--- src/bfipe_pkg.sv ---
`timescale 1ns / 1ps

package bfipe_pkg;

   localparam int IMAGE_BYTES    = 128;
   localparam int MAX_FIELD_BITS = 64;
   localparam int BYTE_ADDR_W    = $clog2(IMAGE_BYTES);
   localparam int CNT_W          = $clog2(MAX_FIELD_BITS);

   typedef enum logic [2:0] {
      OP_CLEAR   = 3'd0,
      OP_WRITE   = 3'd1,
      OP_READ    = 3'd2,
      OP_INSERT  = 3'd3,
      OP_EXTRACT = 3'd4
   } op_type;

   typedef enum logic [1:0] {
      STATUS_OK        = 2'd0,
      STATUS_TOO_LARGE = 2'd1,
      STATUS_TOO_WIDE  = 2'd2
   } status_type;

   typedef enum logic [2:0] {
      ST_IDLE,
      ST_CHECK,
      ST_BYTE_WAIT,
      ST_BIT_READ,
      ST_BIT_MODIFY,
      ST_DONE
   } state_type;

   function automatic logic [7:0] flip_byte(input logic [7:0] x);
      logic [7:0] y;
      y = ((x & 8'hF0) >> 4) | ((x & 8'h0F) << 4);
      y = ((y & 8'hCC) >> 2) | ((y & 8'h33) << 2);
      y = ((y & 8'hAA) >> 1) | ((y & 8'h55) << 1);
      return y;
   endfunction

endpackage

--- src/bfipe_ram.sv ---
`timescale 1ns / 1ps

module bfipe_ram #(
   parameter int WIDTH = 8,
   parameter int DEPTH = 128
) (
   input  logic                     clock,
   input  logic                     wr_en,
   input  logic [$clog2(DEPTH)-1:0] wr_addr,
   input  logic [WIDTH-1:0]         wr_data,
   input  logic [$clog2(DEPTH)-1:0] rd_addr,
   output logic [WIDTH-1:0]         rd_data
);

   logic [WIDTH-1:0] mem [DEPTH];
   logic [WIDTH-1:0] rd_data_ff;

   always_ff @(posedge clock) begin
      if (wr_en) begin
         mem[wr_addr] <= wr_data;
      end
      rd_data_ff <= mem[rd_addr];
   end

   assign rd_data = rd_data_ff;

endmodule

--- src/bit_field_image_pack_extract_core.sv ---
`timescale 1ns / 1ps

// This core keeps a 1024-bit image in a byte-wide RAM and serves one request at a time.
// A request is taken when req_valid is high and req_stall is low; req_stall stays high
// from the cycle after acceptance until the core is idle again.
// One result is given for every request on the rsp_ channel, held until rsp_stall is low.
// Clear, byte write and unknown operations go from the check state straight to the done state.
// A byte read passes through the byte wait state between check and done.
// Insert and extract run a read state and a modify state for each field bit, then go to done.
// Per bit, the single RAM port pair reads the byte, and an insert of a 1 bit writes it back.
// A field that is too wide, or an insert value that does not fit, ends after the check cycle.
// A clear resets all per-byte valid flags together; bytes never written read as zero.
// The csr_ write sets the classic bit-numbering mode and must only come while the core is idle.
// Reset empties the image, clears the mode and drops any pending result.
// While the receiver stalls, the result is held and one more request may be accepted
// and worked on; it then waits in its final state until the output register is free.

module bit_field_image_pack_extract_core
   import bfipe_pkg::*;
(
   input  logic        clock,
   input  logic        reset,

   input  logic        req_valid,
   output logic        req_stall,
   input  logic [2:0]  req_operation,
   input  logic [6:0]  req_byte_addr,
   input  logic [7:0]  req_byte_in,
   input  logic [9:0]  req_field_begin,
   input  logic [9:0]  req_field_end,
   input  logic [63:0] req_field_value,

   output logic        rsp_valid,
   input  logic        rsp_stall,
   output logic [7:0]  rsp_byte_out,
   output logic [63:0] rsp_extracted_value,
   output logic [1:0]  rsp_status,

   input  logic        csr_wr_en,
   input  logic        csr_wr_data
);

   state_type               state_ff, state_in;
   op_type                  op_ff, op_in;
   logic [6:0]              idx_ff, idx_in;
   logic [7:0]              bin_ff, bin_in;
   logic [9:0]              begin_ff, begin_in;
   logic [9:0]              end_ff, end_in;
   logic [63:0]             val_ff, val_in;
   logic [9:0]              pos_ff, pos_in;
   logic [CNT_W-1:0]        cnt_ff, cnt_in;
   logic [CNT_W-1:0]        last_ff, last_in;
   logic                    reversed_ff, reversed_in;
   logic [7:0]              byte_res_ff, byte_res_in;
   logic [63:0]             xval_ff, xval_in;
   status_type              status_ff, status_in;
   logic                    rsp_valid_ff, rsp_valid_in;
   logic [7:0]              rsp_byte_ff, rsp_byte_in;
   logic [63:0]             rsp_xval_ff, rsp_xval_in;
   status_type              rsp_status_ff, rsp_status_in;
   logic                    classic_ff, classic_in;
   logic [IMAGE_BYTES-1:0]  valid_ff, valid_in;
   logic                    rd_valid_ff, rd_valid_in;

   logic [9:0]              lo;
   logic [9:0]              hi;
   logic [9:0]              diff;
   logic [6:0]              width7;
   logic                    too_wide;
   logic                    too_large;
   logic                    idx_in_image;
   logic                    pos_in_image;
   logic [BYTE_ADDR_W-1:0]  idx_addr;
   logic [BYTE_ADDR_W-1:0]  pos_addr;
   logic [BYTE_ADDR_W-1:0]  rd_addr;
   logic [7:0]              rd_data;
   logic [7:0]              cur_byte;
   logic [2:0]              bit_sel;
   logic                    out_free;
   logic                    ram_wr_en;
   logic [BYTE_ADDR_W-1:0]  ram_wr_addr;
   logic [7:0]              ram_wr_data;

   assign lo           = (begin_ff < end_ff) ? begin_ff : end_ff;
   assign hi           = (begin_ff < end_ff) ? end_ff : begin_ff;
   assign diff         = hi - lo;
   assign width7       = {1'b0, diff[5:0]} + 7'd1;
   assign too_wide     = diff >= 10'(MAX_FIELD_BITS);
   assign too_large    = (val_ff >> width7) != 64'd0;
   assign idx_in_image = 32'(idx_ff) < IMAGE_BYTES;
   assign pos_in_image = 32'(pos_ff[9:3]) < IMAGE_BYTES;
   assign idx_addr     = BYTE_ADDR_W'(idx_ff);
   assign pos_addr     = BYTE_ADDR_W'(pos_ff[9:3]);
   assign rd_addr      = (op_ff == OP_READ) ? idx_addr : pos_addr;
   assign cur_byte     = rd_valid_ff ? rd_data : 8'd0;
   assign bit_sel      = 3'd7 - pos_ff[2:0];
   assign out_free     = !rsp_valid_ff || !rsp_stall;
   assign rd_valid_in  = valid_ff[rd_addr];

   bfipe_ram #(
      .WIDTH (8),
      .DEPTH (IMAGE_BYTES)
   ) u_image (
      .clock   (clock),
      .wr_en   (ram_wr_en),
      .wr_addr (ram_wr_addr),
      .wr_data (ram_wr_data),
      .rd_addr (rd_addr),
      .rd_data (rd_data)
   );

   always_comb begin
      state_in      = state_ff;
      op_in         = op_ff;
      idx_in        = idx_ff;
      bin_in        = bin_ff;
      begin_in      = begin_ff;
      end_in        = end_ff;
      val_in        = val_ff;
      pos_in        = pos_ff;
      cnt_in        = cnt_ff;
      last_in       = last_ff;
      reversed_in   = reversed_ff;
      byte_res_in   = byte_res_ff;
      xval_in       = xval_ff;
      status_in     = status_ff;
      rsp_valid_in  = rsp_valid_ff && rsp_stall;
      rsp_byte_in   = rsp_byte_ff;
      rsp_xval_in   = rsp_xval_ff;
      rsp_status_in = rsp_status_ff;
      classic_in    = csr_wr_en ? csr_wr_data : classic_ff;
      valid_in      = valid_ff;
      ram_wr_en     = 1'b0;
      ram_wr_addr   = pos_addr;
      ram_wr_data   = cur_byte;
      req_stall     = state_ff != ST_IDLE;

      case (state_ff)
         ST_IDLE: begin
            if (req_valid) begin
               op_in    = op_type'(req_operation);
               idx_in   = req_byte_addr;
               bin_in   = req_byte_in;
               begin_in = req_field_begin;
               end_in   = req_field_end;
               val_in   = req_field_value;
               state_in = ST_CHECK;
            end
         end
         ST_CHECK: begin
            reversed_in = begin_ff > end_ff;
            pos_in      = (begin_ff > end_ff) ? lo : hi;
            cnt_in      = '0;
            last_in     = CNT_W'(diff);
            byte_res_in = 8'd0;
            xval_in     = 64'd0;
            status_in   = STATUS_OK;
            state_in    = ST_DONE;
            case (op_ff)
               OP_CLEAR: begin
                  valid_in = '0;
               end
               OP_WRITE: begin
                  if (idx_in_image) begin
                     ram_wr_en          = 1'b1;
                     ram_wr_addr        = idx_addr;
                     ram_wr_data        = classic_ff ? flip_byte(bin_ff) : bin_ff;
                     valid_in[idx_addr] = 1'b1;
                  end
               end
               OP_READ: begin
                  state_in = ST_BYTE_WAIT;
               end
               OP_INSERT: begin
                  if (too_wide) begin
                     status_in = STATUS_TOO_WIDE;
                  end else if (too_large) begin
                     status_in = STATUS_TOO_LARGE;
                  end else begin
                     state_in = ST_BIT_READ;
                  end
               end
               OP_EXTRACT: begin
                  if (too_wide) begin
                     status_in = STATUS_TOO_WIDE;
                  end else begin
                     state_in = ST_BIT_READ;
                  end
               end
               default: begin
               end
            endcase
         end
         ST_BYTE_WAIT: begin
            if (idx_in_image) begin
               byte_res_in = classic_ff ? flip_byte(cur_byte) : cur_byte;
            end
            state_in = ST_DONE;
         end
         ST_BIT_READ: begin
            state_in = ST_BIT_MODIFY;
         end
         ST_BIT_MODIFY: begin
            if (op_ff == OP_INSERT) begin
               if (val_ff[cnt_ff] && pos_in_image) begin
                  ram_wr_en          = 1'b1;
                  ram_wr_data        = cur_byte | (8'd1 << bit_sel);
                  valid_in[pos_addr] = 1'b1;
               end
            end else begin
               xval_in[cnt_ff] = pos_in_image && cur_byte[bit_sel];
            end
            if (cnt_ff == last_ff) begin
               state_in = ST_DONE;
            end else begin
               cnt_in   = cnt_ff + 1'b1;
               pos_in   = reversed_ff ? pos_ff + 10'd1 : pos_ff - 10'd1;
               state_in = ST_BIT_READ;
            end
         end
         ST_DONE: begin
            if (out_free) begin
               rsp_valid_in  = 1'b1;
               rsp_byte_in   = byte_res_ff;
               rsp_xval_in   = xval_ff;
               rsp_status_in = status_ff;
               state_in      = ST_IDLE;
            end
         end
         default: begin
            state_in = ST_IDLE;
         end
      endcase
   end

   always_ff @(posedge clock) begin
      if (reset) begin
         state_ff     <= ST_IDLE;
         rsp_valid_ff <= 1'b0;
         classic_ff   <= 1'b0;
         valid_ff     <= '0;
      end else begin
         state_ff     <= state_in;
         rsp_valid_ff <= rsp_valid_in;
         classic_ff   <= classic_in;
         valid_ff     <= valid_in;
      end
      op_ff         <= op_in;
      idx_ff        <= idx_in;
      bin_ff        <= bin_in;
      begin_ff      <= begin_in;
      end_ff        <= end_in;
      val_ff        <= val_in;
      pos_ff        <= pos_in;
      cnt_ff        <= cnt_in;
      last_ff       <= last_in;
      reversed_ff   <= reversed_in;
      byte_res_ff   <= byte_res_in;
      xval_ff       <= xval_in;
      status_ff     <= status_in;
      rsp_byte_ff   <= rsp_byte_in;
      rsp_xval_ff   <= rsp_xval_in;
      rsp_status_ff <= rsp_status_in;
      rd_valid_ff   <= rd_valid_in;
   end

   assign rsp_valid           = rsp_valid_ff;
   assign rsp_byte_out        = rsp_byte_ff;
   assign rsp_extracted_value = rsp_xval_ff;
   assign rsp_status          = rsp_status_ff;

   a_accept_to_check: assert property (@(posedge clock) disable iff (reset)
      req_valid && !req_stall |=> state_ff == ST_CHECK)
      else $error("Accepted request did not enter the check state.");

   a_modify_after_read: assert property (@(posedge clock) disable iff (reset)
      state_ff == ST_BIT_MODIFY |-> $past(state_ff) == ST_BIT_READ)
      else $error("Bit update without a preceding RAM read.");

   a_bit_loop_ok: assert property (@(posedge clock) disable iff (reset)
      state_ff == ST_BIT_READ || state_ff == ST_BIT_MODIFY |->
         status_ff == STATUS_OK && (op_ff == OP_INSERT || op_ff == OP_EXTRACT))
      else $error("Bit loop running for a rejected or non-field request.");

   a_error_no_data: assert property (@(posedge clock) disable iff (reset)
      rsp_valid_ff && rsp_status_ff != STATUS_OK |->
         rsp_xval_ff == 64'd0 && rsp_byte_ff == 8'd0)
      else $error("Rejected request returned data.");

   a_one_data_field: assert property (@(posedge clock) disable iff (reset)
      rsp_valid_ff && rsp_byte_ff != 8'd0 |-> rsp_xval_ff == 64'd0)
      else $error("Byte read and field value both nonzero.");

endmodule
--- config.mk ---
export PLATFORM = sky130hd
export DESIGN_NAME = bit_field_image_pack_extract_core
export DESIGN_NICKNAME = d
export VERILOG_FILES = /design/src/bfipe_pkg.sv /design/src/bfipe_ram.sv /design/src/bit_field_image_pack_extract_core.sv
export SDC_FILE = /design/constraint.sdc
export NUM_CORES = 2
export LEC_CHECK = 0
export ABC_AREA = 1
export BUFFER_PORTS_ARGS = -buffer_cell sky130_fd_sc_hd__buf_2
export CORE_UTILIZATION = 55
export DETAILED_ROUTE_END_ITERATION = 8
export PLACE_DENSITY = 0.75
export REMOVE_ABC_BUFFERS = 1
export SYNTH_ARGS = -nofsm -noshare
export SYNTH_HDL_FRONTEND = slang
export SYNTH_SLANG_ARGS = --single-unit
--- constraint.sdc ---
create_clock -name clock -period 8.3 [get_ports clock]
set_input_delay 1.245 -clock clock [delete_from_list [all_inputs] [get_ports clock]]
set_output_delay 1.245 -clock clock [all_outputs]
set_load 0.05 [all_outputs]
== Word level (Yosys, flattened, before mapping) ==
Memory sizes are Yosys's and may differ from the RTL's. A register that Yosys moved wholly into a read port is not among the register bits.
Index checks and enable logic that the tools add are counted.

* Bits of input ports: 108
* RAM bits: 1,024
* Logic and storage cells: 144
* Register bits: 407
* Memories kept: 1

{| class="wikitable"
|+ Memory list
! name !! words !! bits a word !! read ports !! clocked after memory_dff !! wr ports !! RTL line !! source
|-
| u_image.mem || 128 || 8 || 1 || 1 || 1 || bfipe_ram.sv:15 || <nowiki>logic [WIDTH-1:0] mem [DEPTH];</nowiki>
|}

* Multiplexer cells: 58
* Bitwise gates (word level): 9
* Equal/unequal tests: 17
* Shifts and indexed selects: 2
* Order comparisons: 11
* Add/sub/neg operators: 6
* Reductions and logical operators: 19

{| class="wikitable"
|+ Operators with widths
! kind !! number
|-
| case mux 128 bit (2 select lines) || 2
|-
| 2-to-1 mux 128 bit || 2
|-
| OR 128 bit || 2
|-
| case mux 64 bit (2 select lines) || 1
|-
| bitwise mux 64 bit || 1
|-
| 2-to-1 mux 64 bit || 1
|-
| nonzero test 64 bit || 1
|-
| >> shifter 64 x 7 -> 64 bit || 1
|-
| 2-to-1 mux 10 bit || 5
|-
| 2-to-1 mux 8 bit || 6
|-
| case mux 8 bit (2 select lines) || 2
|-
| < comparator 7 x 8 -> 1 bit, second input constant || 3
|-
| 2-to-1 mux 7 bit || 3
|-
| case mux 10 bit (2 select lines) || 1
|-
| 2-to-1 mux 3 bit || 6
|-
| case mux 3 bit (6 select lines) || 1
|-
| OR 4 x 8 -> 8 bit || 2
|-
| OR 6 x 8 -> 8 bit || 2
|-
| OR 7 x 8 -> 8 bit || 2
|-
| demux 1 bit (select 7 bit) || 2
|-
| >= comparator 7 x 1 -> 1 bit, second input constant || 2
|-
| 2-to-1 mux 1 bit || 14
|-
| == test 3 x 2 -> 1 bit, second input constant || 4
|-
| inequality test 2 bit, second input constant || 6
|-
| other kinds (36) || 50
|}

== Depth between registers and ports, before layout ==
* Word-level depth: 10
* Gate-level depth with buffers: 37
* Depth with buffers taken out: 35

== Cells and area by module ==
Synthesis repeated with hierarchy kept, for this count alone.

* Cell total of the unflattened synthesis: 6,747
* Area, all modules: 65,902.0 µm²

{| class="wikitable"
|+ Modules (own cells, without submodules)
! module !! area an instance (µm²) !! instances !! cells each
|-
| bfipe_ram || 42,104.1 || 1 || 3,575
|-
| bit_field_image_pack_extract_core || 23,797.8 || 1 || 3,172
|}

== Worst setup path after synthesis ==
No wires, ideal clock.

* Kind: reg-to-reg
* Start: reg cnt_ff[0]
* End: mem u_image.mem[0][4] (data pin)
* Data arrival time: 5,675 ps
* Path buffers: 2
* Cell stages (with the launch flop): 12
* Library setup time: 954 ps
* Slack: 1,671 ps
* Period minus slack after synthesis: 6,629 ps
* Path through: edfxtp_1 -> buf_2 -> nor3_1 -> inv_1 -> buf_2 -> o21ai_0 -> o41ai_1 -> nand4_1 -> nor3_1 -> nor3_4 -> nand3_1 -> a32oi_1

* Longest elaborated chain between the ends: 5

{| class="wikitable"
|+ RTL lines
! item !! RTL line !! source
|-
| from (decl) || bit_field_image_pack_extract_core.sv:51 || <nowiki>logic [CNT_W-1:0] cnt_ff, cnt_in;</nowiki>
|-
| from (signal assigned) || bit_field_image_pack_extract_core.sv:255 || <nowiki>cnt_ff <= cnt_in;</nowiki>
|-
| binary-select mux 1 bit (select 6 bit) || bit_field_image_pack_extract_core.sv:205 || <nowiki>if (val_ff[cnt_ff] && pos_in_image) begin</nowiki>
|-
| 2-to-1 mux 1 bit (not written as such) || bit_field_image_pack_extract_core.sv:205 ||
|-
| 2-to-1 mux 8 bit || bit_field_image_pack_extract_core.sv:205 ||
|-
| 2-to-1 mux 8 bit || bit_field_image_pack_extract_core.sv:204 || <nowiki>if (op_ff == OP_INSERT) begin</nowiki>
|-
| case mux 8 bit (2 select lines) || bit_field_image_pack_extract_core.sv:138 || <nowiki>case (state_ff)</nowiki>
|-
| net ram_wr_data[4] || bit_field_image_pack_extract_core.sv:82 || <nowiki>logic [7:0] ram_wr_data;</nowiki>
|-
| to (decl) || bfipe_ram.sv:15 ||
|}

The timed path passes the listed nets, and every way through them passes these cells. The select of a mux whose other input is x is not followed.

== Final worst setup path ==
* Start: reg state_ff[1]
* End: mem u_image.mem[126][0] (enable)

* Longest elaborated chain between the ends: 4
* Elaborated cells between the ends (all ways): 6
* Those cells by class: 2 x eq/ne; 4 x mux

{| class="wikitable"
|+ RTL lines
! item !! RTL line !! source
|-
| from (decl) || bit_field_image_pack_extract_core.sv:43 || <nowiki>state_type state_ff, state_in;</nowiki>
|-
| from (signal assigned) || bit_field_image_pack_extract_core.sv:243 || <nowiki>state_ff <= state_in;</nowiki>
|-
| == test 3 bit or == test 3 x 1 -> 1 bit (tied branches) || bit_field_image_pack_extract_core.sv:138 ||
|-
| case mux 1 bit (2 select lines) || bit_field_image_pack_extract_core.sv:138 ||
|-
| 2-to-1 mux 1 bit || bfipe_ram.sv:19 || <nowiki>if (wr_en) begin</nowiki>
|-
| 2-to-1 mux 1 bit (not written as such) || bfipe_ram.sv:20 || <nowiki>mem[wr_addr] <= wr_data;</nowiki>
|}

Parallel ways exist; a longest one is shown, timed or not.

==> results.sh <==
export IMPL_status="completed"
export IMPL_place_congestion=0.9607
export IMPL_endpoint_kind="register"
export IMPL_synth_seq_cells=1439
export IMPL_seq_area_frac_synth_pct=65.17
export IMPL_ioPinCount=184
export IMPL_cp_required_ps=8690
export IMPL_finalNonFillerCells=7860
export IMPL_postLayoutCellArea_mm2=0.07088
export IMPL_synth_async_reset_ratio_pct=0
export IMPL_cts_resized=0
export IMPL_worst_slack_ps=2820
export IMPL_synthToLayoutAreaGrowth_pct=10.54
export IMPL_p_total_mw=30.18
export IMPL_rows=124
export IMPL_post_place_ws_ps=2957
export IMPL_dieArea_mm2=0.1180
export IMPL_synth_ff_type="edfxtp_1"
export IMPL_fin_nets=6354
export IMPL_hold_buffers=0
export IMPL_ys_types=51
export IMPL_maxSlewViolCount=0
export IMPL_vias_per_cell=6.402
export IMPL_syn_avg_cell_area_um2=10.28
export IMPL_finalSetupViolCount=0
export IMPL_ir_worst_vdd_uv=380.4
export IMPL_layout_commonest_cell="nor2_1"
export IMPL_slew_headroom_pct=14.91
export IMPL_hold_class="reg -> reg"
export IMPL_antenna_found_initial=9
export IMPL_fmaxAchievable_mhz=182.5
export IMPL_ys_warn_count=0
export IMPL_dp_cells=7588
export IMPL_first_global_vias=46270
export IMPL_grt_setup_unrepaired="false"
export IMPL_cellLeakagePower_nw=24.54
export IMPL_worstPathMaxFanout=20
export IMPL_tightest_slew_ps=1273
export IMPL_die_w_um=343.4
export IMPL_drcViolationCount=0
export IMPL_dp_hpwl_mm=109.7
export IMPL_layout_area_seq_mm2=0.04179
export IMPL_coreArea_mm2=0.1150
export IMPL_netlist_area_mm2=0.06412
export IMPL_numPortBuffers=183
export IMPL_worst_hold_slack_ps=418.0
export IMPL_place_area_mm2=0.06622
export IMPL_worstSkewPairLatency_ps=780
export IMPL_grt_pass1_wl_mm=276.2
export IMPL_cts_sinks=1439
export IMPL_drt_iter0_drc=7612
export IMPL_power_density_mw_per_mm2=425.8
export IMPL_cp_slowest_cell="o21ai_0"
export IMPL_setup_tns_ps=0
export IMPL_period_needed_ps=5480
export IMPL_grt_start_max_net_pins=204
export IMPL_crit_chain="inv_1, nand2_1, nor2_2, nand2_1, nor2_1, buf_4, inv_1, o21ai_0, inv_1, nor2_1, nand2_1, nor2_1"
export IMPL_track_usage_pct=30.71
export IMPL_num_vias=50320
export IMPL_wl_per_cell_um=23.57
export IMPL_path_buf_inv=4
export IMPL_drv_cap=0
export IMPL_cts_root_buf="clkbuf_16"
export IMPL_cp_top_family="simple AND/OR/NAND/NOR gates"
export IMPL_globalRoute_totalOverflow=0
export IMPL_clk_pin_slew_ps=60
export IMPL_firstDrtPassIters=9
export IMPL_cts_htree_levels=4
export IMPL_syn_inst=6240
export IMPL_critPathKind="reg -> reg"
export IMPL_wl_mm=185.3
export IMPL_layout_common_cells="nor2_1 (1318), edfxtp_1 (1297), o21ai_0 (1081)"
export IMPL_skew_ps=32.96
export IMPL_fin_util_pct=61.65
export IMPL_drive_gt1_share_pct=8.404
export IMPL_initial_core_util_pct=55.77
export IMPL_fill_cells=8882
export IMPL_clock_path_buffers=3
export IMPL_cp_slowest_stage_delay_ps=990
export IMPL_cts_buffers=147
export IMPL_period_share_pct=66.02
export IMPL_multiInputGateArea_mm2=0.02008
export IMPL_finalHoldViolCount=0
export IMPL_postCtsSetupBuffers=0
export IMPL_ant_nets=0
export IMPL_cts_tree="built"
export IMPL_fp_dieH_um=343.4
export IMPL_cp_start_kind="register"
export IMPL_worst_ep_arrival_time_ps=5870
export IMPL_synth_edf_count=1297
[final cells by class]
class / count / share of cell area (%)
Inverter: 240 / 1.299
Clock buffer: 196 / 5.642
Tap cell: 1512 / 2.669
Multi-Input combinational cell: 4143 / 28.33
Clock inverter: 70 / 0.9109
Sequential cell: 1439 / 58.96
Timing Repair Buffer: 254 / 2.168
Antenna cell: 6 / 0.02118
[registers in the layout, indices dropped and copies added, names as in the netlist, 7 cells and up]
signal / count
u_image.rd_data: 8
rsp_extracted_value: 64
idx_addr: 7
rsp_byte_out: 8
xval_ff: 64
u_image.mem: 1024
valid_ff: 128
begin_ff: 10
val_ff: 64
bin_ff: 8
byte_res_ff: 8
pos_ff: 10
end_ff: 10
[worst reg2reg max path, cell delays in order, from the launching register on]
cell     delay [ps]
dfxtp_1         330
inv_1            50
nand2_1          70
nor2_2          790
nand2_1         190
nor2_1          150
buf_4           210
inv_1           220
o21ai_0         990
inv_1           200
nor2_1          640
nand2_1         440
nor2_1          830
[synthesized netlist by cell type, drive strengths merged, types with 5 or more instances]
master / instances / area (um^2)
o221ai: 38 / 332.8
edfxtp: 1297 / 38950
a21oi: 358 / 1803
clkinv: 5 / 18.77
nand2: 583 / 2218
buf: 79 / 420.4
inv: 235 / 882.1
ha: 20 / 250.2
o2111ai: 5 / 43.79
dfxtp: 142 / 2843
nand3: 68 / 367.9
o21ai: 1108 / 5557
nor3: 33 / 181.4
o211ai: 45 / 337.8
mux2i: 6 / 60.06
xor2: 13 / 113.9
clkbuf: 339 / 1272
nor2: 1323 / 4969
a31oi: 12 / 75.07
a22oi: 9 / 67.56
nand4: 14 / 106.4
o22ai: 468 / 2928
o41ai: 6 / 52.55
xnor2: 6 / 52.55
or2: 7 / 43.79
a211oi: 8 / 60.06
[cell families after synthesis]
group,synth area share (%)
simple gates,12.33
compound gates,17.67
fa+ha+maj,0.4215
flops,65.17
mux,0.09367
buf+inv,4.045
xor+xnor,0.2595
[final timing paths]
path	start	cells past startpoint	slack (ps)	end
worst max-delay path	state_ff[1]	12	2820	u_image.mem[126][0]
worst min-delay path	byte_res_ff[1]	0	420	rsp_byte_out[1]
worst max register to register	state_ff[1]	12	2820	u_image.mem[126][0]
worst min register to register	byte_res_ff[1]	0	420	rsp_byte_out[1]
[layer usage]
metal / track usage, % / vias to the layer above / wire [um]
met5: 0 / - / 71
met4: 14.68 / 10 / 8621
met3: 6.482 / 616 / 21380
met2: 48.06 / 3467 / 85280
met1: 41.10 / 23730 / 69930
li1: - / 22490 / -
[power breakdown]
part,switching [mW],total (mW),internal (mW)
Clock,2.82,6.46,3.63
Combinational,10.0,13.2,3.17
Sequential,0.512,10.6,10.0
Total,13.3,30.2,16.8
No activity file was read; power rests on OpenSTA's default activity.
